$ cat src/stfl_pkg.sv
// Package with request codes, status codes and the packet that moves along the cell chain.
package stfl_pkg;

  typedef enum logic {
    REQ_INSERT = 1'b0,
    REQ_LOOKUP = 1'b1
  } req_t;

  typedef enum logic [2:0] {
    ST_INSERTED  = 3'd0,
    ST_DUPLICATE = 3'd1,
    ST_FULL      = 3'd2,
    ST_FOUND     = 3'd3,
    ST_NOT_FOUND = 3'd4
  } status_t;

  // Request plus the running result that each cell refines.
  typedef struct packed {
    req_t        req_type;
    logic [31:0] address;
    logic [63:0] name_tag;
    logic [31:0] line_number;
    logic        dup;        // an earlier cell holds the same name and address
    logic        saw_empty;  // an empty cell has been passed
    logic        placed;     // the entry was written into a cell
    logic        have;       // a lookup candidate has been found
    logic [31:0] best_addr;
    logic [63:0] best_name;
    logic [31:0] best_line;
  } stfl_pkt_t;

endpackage

$ cat src/stfl_cell.sv
// One table cell: holds one entry and refines the passing request by one step.
module stfl_cell (
  input  logic               clk,
  input  logic               rst,
  input  logic               advance,
  input  logic               in_valid,
  input  stfl_pkg::stfl_pkt_t in_pkt,
  output logic               out_valid,
  output stfl_pkg::stfl_pkt_t out_pkt
);
  import stfl_pkg::*;

  logic        ent_valid;
  logic [31:0] ent_addr;
  logic [63:0] ent_name;
  logic [31:0] ent_line;

  logic      is_ins;
  logic      match;
  logic      place;
  logic      take;
  stfl_pkt_t out_pkt_next;

  // Compare the held entry against the request
  always_comb begin
    is_ins = (in_pkt.req_type == REQ_INSERT);
    match  = ent_valid && (ent_addr == in_pkt.address) && (ent_name == in_pkt.name_tag);
    place  = is_ins && !ent_valid && !in_pkt.dup && !in_pkt.saw_empty;
    take   = !is_ins && ent_valid && (ent_addr < in_pkt.address) &&
             (!in_pkt.have || (ent_addr > in_pkt.best_addr));
  end

  // Update the running result; strict compare keeps the earliest on ties
  always_comb begin
    out_pkt_next = in_pkt;
    if (is_ins) begin
      out_pkt_next.dup       = in_pkt.dup | match;
      out_pkt_next.saw_empty = in_pkt.saw_empty | !ent_valid;
      out_pkt_next.placed    = in_pkt.placed | place;
    end
    if (take) begin
      out_pkt_next.have      = 1'b1;
      out_pkt_next.best_addr = ent_addr;
      out_pkt_next.best_name = ent_name;
      out_pkt_next.best_line = ent_line;
    end
  end

  // Fill the cell once, on the first insert that reaches it empty with no duplicate or empty cell before it
  always_ff @(posedge clk) begin
    if (rst) begin
      ent_valid <= 1'b0;
    end else if (advance && in_valid && place) begin
      ent_valid <= 1'b1;
    end
  end

  always_ff @(posedge clk) begin
    if (advance && in_valid && place) begin
      ent_addr <= in_pkt.address;
      ent_name <= in_pkt.name_tag;
      ent_line <= in_pkt.line_number;
    end
  end

  // Hand the request to the next cell
  always_ff @(posedge clk) begin
    if (rst) begin
      out_valid <= 1'b0;
    end else if (advance) begin
      out_valid <= in_valid;
    end
  end

  always_ff @(posedge clk) begin
    if (advance) begin
      out_pkt <= out_pkt_next;
    end
  end

endmodule

$ cat config.mk
export PLATFORM = sky130hd
export DESIGN_NAME = stfl_cell
export DESIGN_NICKNAME = d
export VERILOG_FILES = /design/src/stfl_pkg.sv /design/src/stfl_cell.sv
export SDC_FILE = /design/constraint.sdc
export NUM_CORES = 1
export LEC_CHECK = 0
export ABC_AREA = 1
export BUFFER_PORTS_ARGS = -buffer_cell sky130_fd_sc_hd__buf_2
export CORE_AREA = 2 2 205 207
export CTS_BUF_LIST = sky130_fd_sc_hd__clkbuf_8 sky130_fd_sc_hd__clkbuf_16
export DETAILED_ROUTE_END_ITERATION = 10
export DIE_AREA = 0 0 207 209
export PLACE_DENSITY = 0.64
export SYNTH_ARGS = -nofsm -noshare
export SYNTH_HDL_FRONTEND = slang
export SYNTH_SLANG_ARGS = --single-unit
$ cat constraint.sdc
create_clock -name clk -period 7.9 [get_ports clk]
set_input_delay 0.395 -clock clk [delete_from_list [all_inputs] [get_ports clk]]
set_output_delay 0.395 -clock clk [all_outputs]
set_load 0.02 [all_outputs]
==> results of run 1 <==
metal layers:
metal | routed length (um) | share of wire [%] | global-route usage, %
met5 | 58 | 0.12 | 0
met4 | 1530 | 3.3 | 8.97
met1 | 18900 | 40 | 26.3
met3 | 3260 | 7.0 | 4.81
met2 | 23000 | 49 | 35.4
state kept, by name (all words and copies together), names as in the netlist:
name       count
ent_line      32
out_pkt      261
ent_valid      1
ent_addr      32
ent_name      64
out_valid      1
worst max-delay path, cell delays in order (launching register included):
cell	delay (ns)
edfxtp_1	0.42
ha_1	0.32
nand2_1	0.07
nor2_1	0.19
nand4_1	0.15
nor2_1	0.33
nand2_1	0.09
nand2_1	0.11
nand2_4	0.38
nand2_4	0.66
buf_4	0.75
nand2_1	0.15
nand2_1	0.11
logic make-up (layout without fill, tap and decap cells):
group | count (synthesis) | in the layout
AOI/OAI and AO/OA | 70 | 70
xor gates and xnor gates | 21 | 21
buffers and inverters | 171 | 748
and+or+nand+nor | 572 | 572
other | 0 | 7
adders and majority gates | 64 | 64
DFF | 391 | 391
path summary, 6_finish.rpt:
path / start / to / slack [ns] / cells after the start
max: ent_addr[7] / out_pkt[71] / 3.87 / 12
min: in_pkt[137] / out_pkt[137] / 0.04 / 1
max reg2reg: ent_addr[7] / out_pkt[71] / 3.87 / 12
min reg2reg: out_valid / out_valid / 0.47 / 2
cells in the final DEF (no fill, tap or decap), types with 4 or more instances in the layout:
cell type,count
clkinv_1,8
a211oi_1,5
o22ai_1,13
a21oi_1,28
xnor2_1,7
xor2_1,14
buf_4,6
dlygate4sd3_1,9
nor2_1,38
edfxtp_1,389
nand4_1,15
clkbuf_16,45
clkinv_2,10
inv_1,139
nor4_1,5
nand2_1,362
ha_1,64
nor3_1,4
buf_2,525
nand3_1,138
o21ai_0,14
diode_2,7
through the flow:
| stage | utilization, % | instances | cell area (sq um) | worst slack [ns] |
|---|---|---|---|---|
| floorplan | - | 1289 | 16300 | 1.19 |
| global placement | 47.0 | 2319 | 19400 | 3.88 |
| detailed placement | 47.0 | 2319 | 19400 | 3.73 |
| CTS | 50.5 | 2405 | 20800 | 3.81 |
| global route | 50.5 | 2410 | 20800 | 3.52 |
| finish | 50.5 | 2412 | 20900 | 3.87 |
layout make-up:
class / count / area share (%)
clock buffers: 45 / 5.40
inverters: 129 / 2.32
well taps: 539 / 3.23
repair buffers: 542 / 13.4
flip-flops and latches: 391 / 56.2
clock inverters: 32 / 1.01
diodes: 7 / 0.0840
multi-input cells: 727 / 18.3
timing repair:
item                                   4_1_cts  5_1_grt
setup endpoints to repair                    0        0
endpoints found under the hold margin       15        0
resized for setup                            0        0
hold buffers                                 9        0
report_power, final:
part           leakage [nW]  switching (mW)  internal, mW
combinational          4.94           0.322         0.157
sequential             3.73          0.0273          2.40
clock                 0.707           0.781          1.12
==> results_dict.tcl, run 1 <==
set metrics [dict create \
    synthArstFlopShare_pct 0 \
    ir_worst_vdd_v 0.000192 \
    skew_ns 0.0168 \
    finalSetupViolations 0 \
    layout.nets 2163 \
    dp_hpwl_mm 34.1 \
    synth_largest_area_cell "edfxtp_1" \
    synth_edf_count 389 \
    ios 527 \
    cap_violations 0 \
    antenna_found_initial 10 \
    regArea_sq_mm 0.0117 \
    netlist_area_sq_mm 0.0163 \
    clk_root_buffer_cell "clkbuf_16" \
    fp.dieH_um 209 \
    ctsHtreeMaxLevel 2 \
    io_buffers 526 \
    synth_compound_area_share_pct 2.51 \
    dr.pass1.iters 5 \
    fin_worst_hold_slack_ns 0.0428 \
    die_area_sq_mm 0.0433 \
    layout_min_cycle_time_ns 4.03 \
    post_cts_buffers 0 \
    synth_seq_area_share_pct 72.0 \
    num_rows 75 \
    syn_nets 1618 \
    ys_ff_latch 391 \
    crit_arrival_ns 4.44 \
    ant_nets 0 \
    grt_max_degree 147 \
    worst_pin_slew_ns 1.00 \
    end_kind "flip-flop" \
    grt_pass1_wl_mm 69.6 \
    synth_top_flop_cell "edfxtp_1" \
    grt-ovfl-total 0 \
    max-slew-margin-rel_pct 33.2 \
    worstPathRequired_ns 8.31 \
    yosysTopAreaCellShare_pct 71.7 \
    path_max_fanout 77 \
    drv_slew 0 \
    clockBufferDepth 3 \
    synth_cell_types 33 \
    synth_xor_area_share_pct 1.13 \
    total_power_mw 4.81 \
    layout-drive-gt1-share_pct 32.2 \
    ys_top_cells_by_count "edfxtp_1, nand2_1, nand3_1" \
    synth_fa_ha_area_share_pct 4.92 \
    netlist_instances 1289 \
    fill_cells 3704 \
    wl_mm 46.8 \
    design.core.area_sq_mm 0.0413 \
    grt_use_total_pct 21.1 \
    period_share_pct 51.0 \
    die_w_um 207 \
    drc_errors 0 \
    clk_latency_ns 0.55 \
    first_iter_violations 612 \
    via_per_inst 4.84 \
    cts.clk_slew.worst_paths_ns 0.06 \
    worstSetupPathType "flip-flop to flip-flop" \
    synth.most_common_cell "edfxtp_1" \
    pwr_density_cell_mw_per_mm2 231 \
    tns_ns 0 \
    clock-sinks 391 \
    routabilityCongestion 0.845 \
    cts_tree "yes" \
    yosys-top-cells-area "edfxtp_1, nand2_1, ha_1" \
    start_util_pct 39.4 \
    multi_input_area_sq_mm 0.00382 \
    cts_inserted_buffers 43 \
    grt_pass1_vias 11723 \
    start_kind "flip-flop" \
    status "completed" \
    synthSimpleGateAreaFrac_pct 14.7 \
    synth_top_family_by_area "simple AND/OR/NAND/NOR gates" \
    synth.area.mux_share_pct 0 \
    syn_to_final_growth_pct 28.1 \
    wl_per_cell_um 19.4 \
    timing.fmax_mhz 248 \
    syn_area_per_cell_sq_um 12.6 \
    vias 11686 \
    ys_warn_count 0 \
    hold_viol_final 0 \
    worst_hold_path_type "primary input to flip-flop" \
    rsz0062_at_grt "no" \
    cellLeakagePower_nw 9.37 \
]
Note: power is estimated with default switching activity, not from simulation.
==> run 2: changes to the inputs <==
ABC_AREA = 0   (was 1)
CORE_AREA = 2 2 203 205   (was 2 2 205 207)
DIE_AREA = 0 0 205 207   (was 0 0 207 209)
PLACE_DENSITY = 0.67   (was 0.64)
clock period = 3.35 ns   (was 7.9 ns; I/O delays follow)
==> results_dict.tcl, run 2 <==
set metrics [dict create \
    use_met1_pct 25.4 \
    regMostFlops "out_pkt" \
    end_kind "flip-flop" \
    die_area_sq_mm 0.0424 \
    whs_path_depth 2 \
    ctsHtreeMaxLevel 2 \
    syn_area_per_cell_sq_um 18.8 \
    wl_per_cell_um 20.2 \
    finalSetupViolations 0 \
    pre_cts_ws_ns 0.175 \
    final.setup.worst_slack_ns 0.173 \
    clk_root_buffer_cell "clkbuf_16" \
    max-slew-margin-rel_pct 44.8 \
    final_common_cell "buf_2" \
    fp.dieH_um 207 \
    grt_max_degree 138 \
    grt_use_total_pct 21.1 \
    vias 10907 \
    netlist_area_sq_mm 0.0162 \
    first_iter_violations 609 \
    dr.pass1.iters 5 \
    grt_busiest_layer "met2" \
    via_per_inst 4.80 \
    drc_errors 0 \
    ys_ff_latch 391 \
    largestRegisters "out_pkt (261), ent_name (64)" \
    period_share_pct 94.8 \
    worstSetupPathType "flip-flop to flip-flop" \
    layout_common_cells "buf_2, edfxtp_1, dlygate4sd3_1" \
    cellLeakagePower_nw 9.74 \
    syn_to_final_growth_pct 44.5 \
    worstPathRequired_ns 3.64 \
    min_from "in_pkt[162]" \
    path_max_fanout 18 \
    reg2reg_slack_ns 0.17 \
    dpl.cell_count 1927 \
    skew_ns 0.0200 \
    start_util_pct 40.2 \
    hold_end "ent_line[30]" \
    post-route-util_pct 58.1 \
    clockBufferDepth 3 \
    ant_nets 0 \
    synthArstFlopShare_pct 0 \
    io_buffers 526 \
    antenna_found_initial 6 \
    start_kind "flip-flop" \
    routabilityCongestion 0.838 \
    timing.fmax_mhz 315 \
    yosys-top-cells-area "edfxtp_1, mux2_4, ha_1" \
    layout.nets 2033 \
    worst_hold_path_type "primary input to flip-flop" \
    die_w_um 205 \
    cts_inserted_buffers 42 \
    layout_min_cycle_time_ns 3.18 \
    num_rows 74 \
    rr_endpoint "out_pkt[3]" \
    timing.rr.start "ent_addr[7]" \
    fin_cells 2271 \
    ios 527 \
    cap_violations 0 \
    cts.clk_slew.worst_paths_ns 0.06 \
    status "completed" \
    grt_pass1_vias 11743 \
    total_power_mw 11.5 \
    ys_top_cells_by_count "edfxtp_1, mux2_4, inv_1" \
    yosysTopAreaCellShare_pct 72.0 \
    synth_top_flop_cell "edfxtp_1" \
    synth_largest_area_cell "edfxtp_1" \
    synth_seq_area_share_pct 72.2 \
    layout-drive-gt1-share_pct 42.4 \
    drv_slew 0 \
    pwr_density_cell_mw_per_mm2 492 \
    synth_cell_types 46 \
    grtUsageMet2_pct 36.8 \
    grt_use_met3_pct 5.37 \
    dp_hpwl_mm 31.3 \
    ir_worst_vdd_v 0.000443 \
    grt-ovfl-total 0 \
    syn_nets 1194 \
    ys_warn_count 0 \
    clock-sinks 391 \
    rsz0062_at_grt "no" \
    synth_edf_count 389 \
    synth.most_common_cell "edfxtp_1" \
    hold_viol_final 0 \
    wl_mm 45.8 \
    r2r_cells 9 \
    worst_pin_slew_ns 0.828 \
    tns_ns 0 \
    grt_pass1_wl_mm 68.1 \
    cts_tree "yes" \
    largest_register_ffs 261 \
    clk_latency_ns 0.55 \
    design.core.area_sq_mm 0.0404 \
    crit_arrival_ns 3.47 \
    netlist_instances 865 \
]
==> run 2: changes by cell type after synthesis, sizes merged, moves of 11 or more <==
cell	delta
nand2	-354
nand3	-129
mux2	+128
inv	-51
nor2	-34
buf	-27
xnor2	+27
nand4	+11
==> run 2: cell type report <==
cell class              instances  area (sq um)
well taps                     532           666
diodes                          6          15.0
clock inverters                30           221
flip-flops and latches        391         11700
fillers                      3042         16900
inverters                      78           293
repair buffers                809          5510
multi-input cells             382          3960
clock buffers                  43          1080
==> run 2: power by group <==
group	internal [mW]	switching [mW]	total (mW)
Sequential	5.65	0.0699	5.72
Combinational	0.633	0.742	1.37
Clock	2.56	1.88	4.44
==> run 2: stage by stage <==
step / hold WS (ns) / area [sq um]
finish: 0.345 / 23500
global route: 0.330 / 23500
CTS: 0.306 / 23400
detailed placement: 0.362 / 19500
global placement: 0.347 / 19500
floorplan: 0.240 / 16200
==> run 2: cells by family (layout without fill, tap and decap cells) <==
family / count (synthesis) / in the layout / synth area share, %
XOR/XNOR: 51 / 51 / 2.75
AND/OR/NAND/NOR: 72 / 72 / 2.49
buffers and inverters: 92 / 960 / 3.48
adder cells (fa/ha/maj): 64 / 64 / 4.93
AO/OA/AOI/OAI: 66 / 66 / 2.88
multiplexers: 129 / 129 / 11.3
other: 0 / 6 / 0
flip-flops: 391 / 391 / 72.2
==> run 2: worst max-delay path, stage by stage (launching register included) <==
cell and delay [ns]:
edfxtp_1 0.44, ha_1 0.36, a21oi_2 0.16, a311oi_1 0.11
a211o_1 0.32, o31a_1 0.31, a211oi_4 0.36, buf_4 0.28
buf_12 0.20, mux2_2 0.36
==> run 2: how the worst max path moves through the flow <==
stage,from,endpoint,slack (ns),depth (start not counted)
6_report,ent_addr[7],out_pkt[3],0.17,9
5_1_grt,ent_addr[26],out_pkt[3],0.008,9
4_1_cts,ent_addr[15],out_pkt[91],0.15,9
3_5_place_dp,ent_addr[15],out_pkt[91],0.18,9
3_3_place_gp,ent_addr[14],out_pkt[35],0.22,9
2_1_floorplan,ent_valid,ent_addr[0],0.65,2
==> run 2: repair_timing <==
item                       in CTS  in global routing
buffers inserted                0                  0
hold endpoints to repair      395                  0
hold buffers                  265                  0
resized for setup               0                  1
setup endpoints to repair       0                  1
==> run 2: per-layer routing <==
layer	part of all wire, %	wire length, um
met5	0	0
met3	7.0	3200
met4	2.6	1180
met2	51	23300
met1	40	18200
==> run 3: changes to the inputs <==
BUFFER_PORTS_ARGS = default   (was -buffer_cell sky130_fd_sc_hd__buf_2)
CORE_AREA = 2 2 205 207   (was 2 2 203 205)
DIE_AREA = 0 0 207 209   (was 0 0 205 207)
DONT_BUFFER_PORTS = 1   (was default)
PLACE_DENSITY = 0.55   (was 0.67)
==> results_dict.tcl, run 3 (synthesized netlist as in run 2, its figures left out) <==
set metrics [dict create \
    violations "hold timing" \
    num_rows 75 \
    design.core.area_sq_mm 0.0413 \
    finalSetupViolations 0 \
    dp_hpwl_mm 29.9 \
    layout-drive-gt1-share_pct 17.6 \
    start_kind "flip-flop" \
    worstSetupPathType "flip-flop to flip-flop" \
    drc_errors 0 \
    grt_pass1_wl_mm 65.2 \
    start_util_pct 39.3 \
    num_antenna_cells 0 \
    clock-sinks 391 \
    clockBufferDepth 3 \
    timing.rr.start "ent_addr[14]" \
    worst_hold_path_type "primary input to flip-flop" \
    cellLeakagePower_nw 7.70 \
    hold_end "out_pkt[218]" \
    fill_cells 3367 \
    postCtsHoldBufs 264 \
    ios 527 \
    die_area_sq_mm 0.0433 \
    grt-ovfl-total 0 \
    grt_max_degree 264 \
    timing.fmax_mhz 312 \
    cap_violations 0 \
    largest_register_ffs 261 \
    cts_inserted_buffers 43 \
    min_from "advance" \
    layout_common_cells "edfxtp_1, dlygate4sd3_1, mux2_4" \
    drv_slew 0 \
    comb_power_share_pct 5.6 \
    ir_worst_vdd_v 0.000438 \
    antenna_found_initial 0 \
    dr.pass1.iters 5 \
    clk_root_buffer_cell "clkbuf_16" \
    worstPathRequired_ns 3.66 \
    skew_ns 0.0119 \
    clock_power_share_pct 39.4 \
    fp.dieH_um 209 \
    clk_latency_ns 0.57 \
    wl_mm 45.4 \
    period_share_pct 95.7 \
    switching_share_pct 23.2 \
    pwr-share-seq_pct 55.0 \
    r2r_cells 9 \
    regMostFlops "out_pkt" \
    wl_per_cell_um 25.9 \
    p_int_mw 8.47 \
    whs_path_depth 0 \
    tns_ns 0 \
    crit_path_start "ent_addr[14]" \
    grt_use_total_pct 20.4 \
    crit_arrival_ns 3.52 \
    reg2reg_slack_ns 0.14 \
    grt_pass1_vias 9649 \
    ctsHtreeMaxLevel 2 \
    first_iter_violations 508 \
    fin_worst_hold_slack_ns -0.279 \
    syn_to_final_growth_pct 28.5 \
    cts_tree "yes" \
    post-route-util_pct 50.5 \
    regArea_sq_mm 0.0117 \
    via_per_inst 5.10 \
    vias 8945 \
    hold_viol_final 228 \
    largestRegisters "out_pkt (261), ent_name (64)" \
    cts.clk_slew.worst_paths_ns 0.06 \
    rsz0062_at_grt "no" \
    post_cts_buffers 0 \
    layout_min_cycle_time_ns 3.21 \
    layout.nets 1512 \
    rr_endpoint "out_pkt[40]" \
    worst_pin_slew_ns 0.776 \
    routabilityCongestion 0.813 \
    final_common_cell "edfxtp_1" \
    die_w_um 207 \
    pwr_density_cell_mw_per_mm2 529 \
    io_buffers 0 \
    status "finished, violations left" \
    ant_nets 0 \
    multi_input_area_sq_mm 0.00396 \
    switching_power_mw 2.55 \
    end_kind "flip-flop" \
    path_max_fanout 19 \
    max-slew-margin-rel_pct 47.8 \
]
## run 3: worst max-delay path: stages, from the launching register on
cell      delay [ns]
edfxtp_1        0.42
ha_1            0.34
nand4_1         0.17
nor3_1          0.61
a21boi_0        0.33
o31a_1          0.26
a211oi_4        0.08
buf_12          0.20
buf_12          0.19
mux2_4          0.31
## run 3: layout make-up
type	instances	area share (%)
timing repair buffer	287	14.0
clock inverter	32	0.822
clock buffer	45	5.35
tap	539	3.23
multi-input combinational	382	19.0
sequential	391	56.2
inverter	78	1.40
## run 3: routing by layer
metal / vias to the layer above / part of all wire [%] / global-route usage, %
li1: 3995 / - / -
met1: 4425 / 39 / 24.0
met2: 435 / 50 / 34.7
met3: 90 / 8.0 / 6.78
met4: 0 / 3.3 / 7.41
met5: - / 0 / 0
## run 3: worst max path at each step
| stage | endpoint | slack, ns | cells past startpoint |
|---|---|---|---|
| after floorplan | ent_addr[0] | 0.65 | 2 |
| after global placement | out_pkt[53] | 0.13 | 9 |
| final | out_pkt[40] | 0.14 | 9 |
| after global routing | out_pkt[40] | 0.02 | 9 |
| after CTS | out_pkt[65] | 0.09 | 9 |
| after detailed placement | out_pkt[65] | 0.11 | 9 |
## run 3: repair_timing
item / 4_1_cts / 5_1_grt
endpoints found under the hold margin: 652 / 261
resized for setup: 0 / 1
endpoints found under the setup margin: 0 / 20
## run 3: metrics by stage
stage,std cells,worst slack (ns),power (mW),hold WS (ns),area [sq um]
after floorplan,865,0.652,6.36,0.240,16200
after global placement,1413,0.135,6.48,0.241,16900
after detailed placement,1413,0.111,6.48,0.245,16900
after CTS,1754,0.0899,11.1,-0.304,20800
after global routing,1754,0.0233,11.4,-0.311,20900
final,1754,0.143,11.0,-0.279,20900
## run 3: power groups by stage
stage	Clock, mW	Sequential [mW]	Combinational, mW
after floorplan	0	6.11	0.252
after global placement	0	6.17	0.304
after detailed placement	0	6.17	0.309
after CTS	4.42	6.07	0.617
after global routing	4.61	6.08	0.665
final	4.34	6.07	0.618
